===== config.mk =====
export PLATFORM = sky130hd
export DESIGN_NAME = psm_alu
export DESIGN_NICKNAME = d
export VERILOG_FILES = /design/src/hdl/psm_pkg.sv /design/src/hdl/psm_alu.sv
export SDC_FILE = /design/constraint.sdc
export NUM_CORES = 1
export LEC_CHECK = 0
export BUFFER_PORTS_ARGS = -buffer_cell sky130_fd_sc_hd__buf_2
export CAP_MARGIN = 20
export CORE_AREA = 2 2 221 223
export DETAILED_ROUTE_END_ITERATION = 8
export DIE_AREA = 0 0 223 225
export GPL_TIMING_DRIVEN = 0
export MAX_ROUTING_LAYER = met4
export PLACE_DENSITY = 0.81
export SLEW_MARGIN = 30
export SYNTH_ARGS = -nofsm -noshare
export SYNTH_HDL_FRONTEND = slang
export SYNTH_SLANG_ARGS = --single-unit
export TNS_END_PERCENT = 5

===== constraint.sdc =====
create_clock -name clk -period 10.3 [get_ports clk]
set_input_delay 2.575 -clock clk [delete_from_list [all_inputs] [get_ports clk]]
set_output_delay 2.575 -clock clk [all_outputs]
set_load 0.005 [all_outputs]

===== src/hdl/psm_pkg.sv =====
// Shared types and constants for the partial statistics merge block.
package psm_pkg;

  localparam int COLUMNS  = 16;
  localparam int COL_W    = (COLUMNS > 1) ? $clog2(COLUMNS) : 1;
  localparam int CNT_W    = 40;
  localparam int VAL_W    = 48;
  localparam int M2_W     = 63;
  localparam int WIDE_W   = 128;
  localparam int DIV_W    = 42;
  localparam int STEP_W   = 7;

  localparam logic [VAL_W-1:0] MAXQ = {1'b0, {(VAL_W-1){1'b1}}};
  localparam logic [VAL_W-1:0] MINQ = {1'b1, {(VAL_W-1){1'b0}}};
  localparam logic [M2_W-1:0]  M2_SAT = {M2_W{1'b1}};
  localparam logic [CNT_W-1:0] CNT_SAT = {CNT_W{1'b1}};

  typedef enum logic {
    ALU_MUL,
    ALU_DIV
  } alu_op_t;

  typedef struct packed {
    logic              go;
    alu_op_t           op;
    logic [WIDE_W-1:0] a;
    logic [63:0]       b;
    logic [STEP_W-1:0] steps;
  } alu_req_t;

  typedef struct packed {
    logic              busy;
    logic              done;
    logic [WIDE_W-1:0] res;
    logic [DIV_W-1:0]  rem;
  } alu_rsp_t;

endpackage


===== src/hdl/psm_alu.sv =====
// Shared bit-serial unit: shift-add multiply and restoring divide.
module psm_alu
  import psm_pkg::*;
(
  input  logic     clk,
  input  logic     rst_n,
  input  alu_req_t req,
  output alu_rsp_t rsp
);

  logic              busy_r;
  logic              done_r;
  alu_op_t           op_r;
  logic [STEP_W-1:0] cnt_r;
  logic [WIDE_W-1:0] a_r;
  logic [63:0]       b_r;
  logic [WIDE_W-1:0] acc_r;
  logic [DIV_W-1:0]  rem_r;
  logic [DIV_W-1:0]  d_r;

  logic [DIV_W:0]    rem_sh;
  logic              ge;
  logic [DIV_W:0]    rem_diff;

  assign rem_sh   = {rem_r, a_r[WIDE_W-1]};
  assign ge       = rem_sh >= {1'b0, d_r};
  assign rem_diff = rem_sh - {1'b0, d_r};

  always_ff @(posedge clk) begin
    if (!rst_n) begin
      busy_r <= 1'b0;
      done_r <= 1'b0;
    end else begin
      done_r <= 1'b0;
      if (req.go) begin
        busy_r <= 1'b1;
        op_r   <= req.op;
        cnt_r  <= req.steps;
        a_r    <= req.a;
        b_r    <= req.b;
        d_r    <= req.b[DIV_W-1:0];
        acc_r  <= '0;
        rem_r  <= '0;
      end else if (busy_r) begin
        unique case (op_r)
          ALU_MUL: begin
            if (b_r[0]) acc_r <= acc_r + a_r;
            a_r <= {a_r[WIDE_W-2:0], 1'b0};
            b_r <= {1'b0, b_r[63:1]};
          end
          ALU_DIV: begin
            rem_r <= ge ? rem_diff[DIV_W-1:0] : rem_sh[DIV_W-1:0];
            acc_r <= {acc_r[WIDE_W-2:0], ge};
            a_r   <= {a_r[WIDE_W-2:0], 1'b0};
          end
          default: ;
        endcase
        cnt_r <= cnt_r - 1'b1;
        if (cnt_r == STEP_W'(1)) begin
          busy_r <= 1'b0;
          done_r <= 1'b1;
        end
      end
    end
  end

  assign rsp.busy = busy_r;
  assign rsp.done = done_r;
  assign rsp.res  = acc_r;
  assign rsp.rem  = rem_r;

endmodule


Word level (Yosys, flattened, before mapping)
Cells that the tools add are included.

$add $sub $neg: 3. Multipliers: 0. Div/mod/pow operators: 0. Order comparisons: 1. Eq/ne operators: 3. Shift operators: 0. Muxes and demuxes: 17. Bitwise logic cells: 3. Reductions and logical operators: 8.

Operators with widths (count): 2-to-1 mux 128 bit (4); one-hot mux 128 bit (2 select lines) (1); 2-to-1 mux 64 bit (3); adder 128 bit (1); 2-to-1 mux 42 bit (3); greater-or-equal comparator 43 x 42 -> 1 bit (1); subtractor 42 bit (1); 2-to-1 mux 7 bit (2); AND reduction 3 bit (3); == test 7 x 1 -> 1 bit (second input constant) (1); subtractor 7 x 1 -> 7 bit (second input constant) (1); 2-to-1 mux 1 bit (4); AND reduction 2 bit (2); nonzero test 2 bit (2); != test 3 bit (second input constant) (1); inverter 1 bit (3); OR reduction 3 bit (1); != test 2 bit (second input constant) (1).

Bits in registers: 414. Bits in latches: 0. Bits in writable memories: 0. Bits in read-only memories: 0. Output and inout port bits: 172. Memories kept: 0.

Longest topological paths before layout
Depth after elaboration: 4. Gate-level depth with buffers: 16. Mapped depth without buffers: 14.

Least setup slack after synthesis
OpenSTA, ideal clock, no wires.

Path type: input port to flip-flop. Start: in req[200] in the netlist's numbering. End: reg acc_r[0], enable pin. Setup time: 0.616 ns. Arrival time: 8.649 ns. Required time: 9.684 ns. Setup slack: 1.034 ns. Stages: 4. Path buffers: 2. Cells stage by stage: clkbuf_1 -> clkbuf_1 -> o21ai_0 -> nor2_1.

Cells in the longest elaborated chain, start to end: 2. Elaborated cells on any way between the ends: 3. Classes of those cells: 1 x eq/ne; 2 x reduce/logical.

Ends and longest elaborated chain: start: declaration (RTL line psm_alu.sv:7) `input alu_req_t req,`; != test 3 bit (no line) or nonzero test 2 bit (tied branches); AND reduction 3 bit (no line) (*); end signal: assignment (RTL line psm_alu.sv:47) `if (b_r[0]) acc_r <= acc_r + a_r;`; end signal: assignment (RTL line psm_alu.sv:53) `acc_r <= {acc_r[WIDE_W-2:0], ge};`; end: declaration (RTL line psm_alu.sv:17) `logic [WIDE_W-1:0] acc_r;`.

Every way passes the cells marked *; elsewhere a longest branch is shown, timed or not. A chain may end at the register's enable or synchronous reset.

Worst setup path after layout
Start: in req[200] in the netlist's numbering. End: reg b_r[61], enable pin.

Cells in the longest elaborated chain, start to end: 2. Elaborated cells on any way between the ends: 3. Classes of those cells: 1 x eq/ne; 2 x reduce/logical.

Ends and longest elaborated chain: != test 2 bit (no line) or nonzero test 2 bit (tied branches); AND reduction 3 bit (no line) (*); end signal: assignment (RTL line psm_alu.sv:40) `b_r <= req.b;`; end signal: assignment (RTL line psm_alu.sv:49) `b_r <= {1'b0, b_r[63:1]};`; end: declaration (RTL line psm_alu.sv:16) `logic [63:0] b_r;`.

Marks and branches as above.

==> qor.yml <==
run_status:
  status: "finished, final reports clean"
layout:
  fin_cells: 3879
  fin_nets: 3600
  drive_gt1_frac: 0.2230
  syn_to_final_growth_pct: 16.18
  num-fill-cells: 3659
  design_area_mm2: 0.03252
timing:
  worst_slew_pin_slew_ps: 1034
  rsz0062_at_grt: "false"
  finalCriticalPeriod_ps: 5412
  final_min_period_over_clock_period: 0.5254
  slew_headroom: 0.3105
  hold_viol: 0
  skew_ps: 25.94
  setup_viol: 0
  drv_slew: 0
  worst_slack_ps: 4888
  clock.fmax_mhz: 184.8
  hold_ws_ps: 487.7
place:
  port-buffer-count: 374
  routabilityCongestion: 1.023
  dp.cells: 3791
  dp_slack_ps: 4272
  dp_hpwl_um: 70650
  post_dp_cell_area_mm2: 0.03099
pwr:
  powerDensity_mw_per_mm2: 163.1
  peakVddDrop_mv: 0.1695
  design_power_total_mw: 5.303
  p_leak_nw: 13.07
global_routing:
  grt_first_pass_wirelength_um: 137000
  grt-ovfl-total: 0
  antenna_found_initial: 10
  track_usage: 0.3667
  grt_max_degree: 77
  grt_pass1_vias: 23950
yosys:
  synthTopCellsByCount: "edfxtp_1 (412), nand2_1 (283), a21oi_1 (282)"
  synth_cell_types: 93
  netlist_instances: 2790
  synth.top_cells.by_area: "edfxtp_1 (44%), ha_1 (7.6%), mux2_2 (7.6%), a21oi_1 (5.0%), nand2_1 (3.8%)"
  syn_nets: 3166
  synth_top_flop_cell: "edfxtp_1"
  yosys_warnings: 0
  synth_edf_count: 412
  synthArstFlopShare: 0
  synth.most_common_cell: "edfxtp_1"
  synth.largest_area_cell: "edfxtp_1"
  seq_area_frac_synth: 0.4435
  synth_top_area_frac: 0.4421
  avgSynthCellArea_um2: 10.03
  ys_ff_latch: 414
  syn_area_mm2: 0.02799
die:
  num_rows: 80
  dieHeight_um: 225
  die_area_mm2: 0.05018
  initial_core_util: 0.5886
  boundaryPins: 375
  core_mm2: 0.04755
  fp.dieW_um: 223
detailed_routing:
  wirelength_um: 91140
  post_drt_via_cell_ratio: 6.317
  drtAntennaViolNets: 0
  vias: 24500
  drc_errors: 0
  wire_per_inst_um: 23.50
  drt_iter0_markers: 2218
  dr.pass1.iters: 6
worst_setup_path:
  required_ps: 10610
  crit_end: "b_r[61]"
  criticalPathCategory: "input port to flop"
  crit_fanout: 24
  r2r-start: "acc_r[37]"
  start_kind: "input port"
  crit_arrival_ps: 5720
  r2r_slack_ps: 5810
  reg2reg_depth: 12
  startpoint: "req[200]"
  end_kind: "flop"
  worst_r2r_endpoint: "acc_r[122]"
cts:
  clk_path_buf_depth: 3
  insertion_delay_ps: 610
  postCtsHoldBufs: 0
  cts_max_level: 2
  cts-resized-gates: 0
  clock-sinks: 414
  cts_setup_buffers: 0
  clk_pin_slew_ps: 60
  root_buffer: "clkbuf_16"
  cts_tree: "yes"
  cts_inserted_buffers: 46
flow_run:
  cap_viol_max_count: 0
hold_path:
  min_path_type: "flop to flop"
## cells in the final DEF (no fill, tap or decap), types with 9 or more instances in the layout
cell	instances
edfxtp_1	412
buf_2	389
nand2_1	283
a21oi_1	282
nor2_1	236
mux2_2	190
o21ai_0	176
ha_1	171
clkbuf_1	115
xnor2_1	99
inv_1	92
a21o_1	76
nand4_1	64
xor2_1	52
nand3_1	48
clkbuf_16	46
o21bai_1	44
mux2i_1	44
nor3_1	36
o21a_1	32
a31oi_1	19
o21ai_1	16
nand2b_1	16
a211oi_1	15
nor2b_1	15
nor4_1	13
o31ai_1	13
and2_1	12
or3_1	12
buf_16	11
or2_2	10
and3_1	10
clkinv_1	10
diode_2	9
buf_1	9
a21boi_0	9
a22o_1	9
## per-stage QoR
stage	utilization	setup TNS, ps
floorplan	-	0
global placement	0.6442	-396970
detailed placement	0.6518	0
CTS	0.6834	0
global route	0.6838	0
finish	0.6839	0
## per-layer routing
metal | vias to the layer above | wire length (um) | GRT usage | share of wire
met1 | 11910 | 37670 | 0.4704 | 0.41
met5 | - | 0 | - | 0
met3 | 207 | 7210 | 0.06206 | 0.079
met4 | 0 | 3824 | 0.1412 | 0.042
met2 | 1122 | 42440 | 0.5858 | 0.47
li1 | 11260 | - | - | -
## flip-flops by register name, summed over array words and instances (netlist names)
register and cells:
d_r 42, rem_r 42, b_r 64, busy_r 1
acc_r 128, a_r 128, cnt_r 7, op_r 1
done_r 1
## cells by family after synthesis
family | synth area share
AOI/OAI and AO/OA | 0.1766
xor gates and xnor gates | 0.04726
adders and majority gates | 0.07788
buffers and inverters | 0.03349
DFF | 0.4435
muxes | 0.09219
and+or+nand+nor | 0.1291
## worst max-delay path, cell delays in order
cell,delay (ps)
buf_2,130
clkbuf_1,630
clkbuf_1,670
o21ai_1,500
nor2_4,710
buf_16,260
buf_16,190
## power by group
part / leakage (nW) / total [mW] / internal (mW) / switching, mW
Clock: 0.724 / 1.70 / 0.994 / 0.707
Combinational: 8.39 / 1.48 / 0.584 / 0.899
Sequential: 3.95 / 2.12 / 2.02 / 0.0941
## area by class of cell
cell class | instances | area (um^2) | area share
diodes | 9 | 22.52 | 0.0006926
plain buffers | 143 | 593.1 | 0.01824
clock buffers | 54 | 1181 | 0.03632
clock inverters | 25 | 322.8 | 0.009928
inverters | 94 | 360.3 | 0.01108
multi-input cells | 2139 | 14670 | 0.4510
flip-flops and latches | 414 | 12410 | 0.3817
well taps | 615 | 769.5 | 0.02366
repair buffers | 386 | 2190 | 0.06734
## worst min path at each step
stage	end	start	depth (start not counted)	slack, ps
global route	done_r	busy_r	2	510
global placement	done_r	busy_r	2	450
finish	done_r	busy_r	2	490
detailed placement	done_r	busy_r	2	490
CTS	done_r	busy_r	2	490
floorplan	done_r	busy_r	2	430
Power figures use the tool's default switching activity.
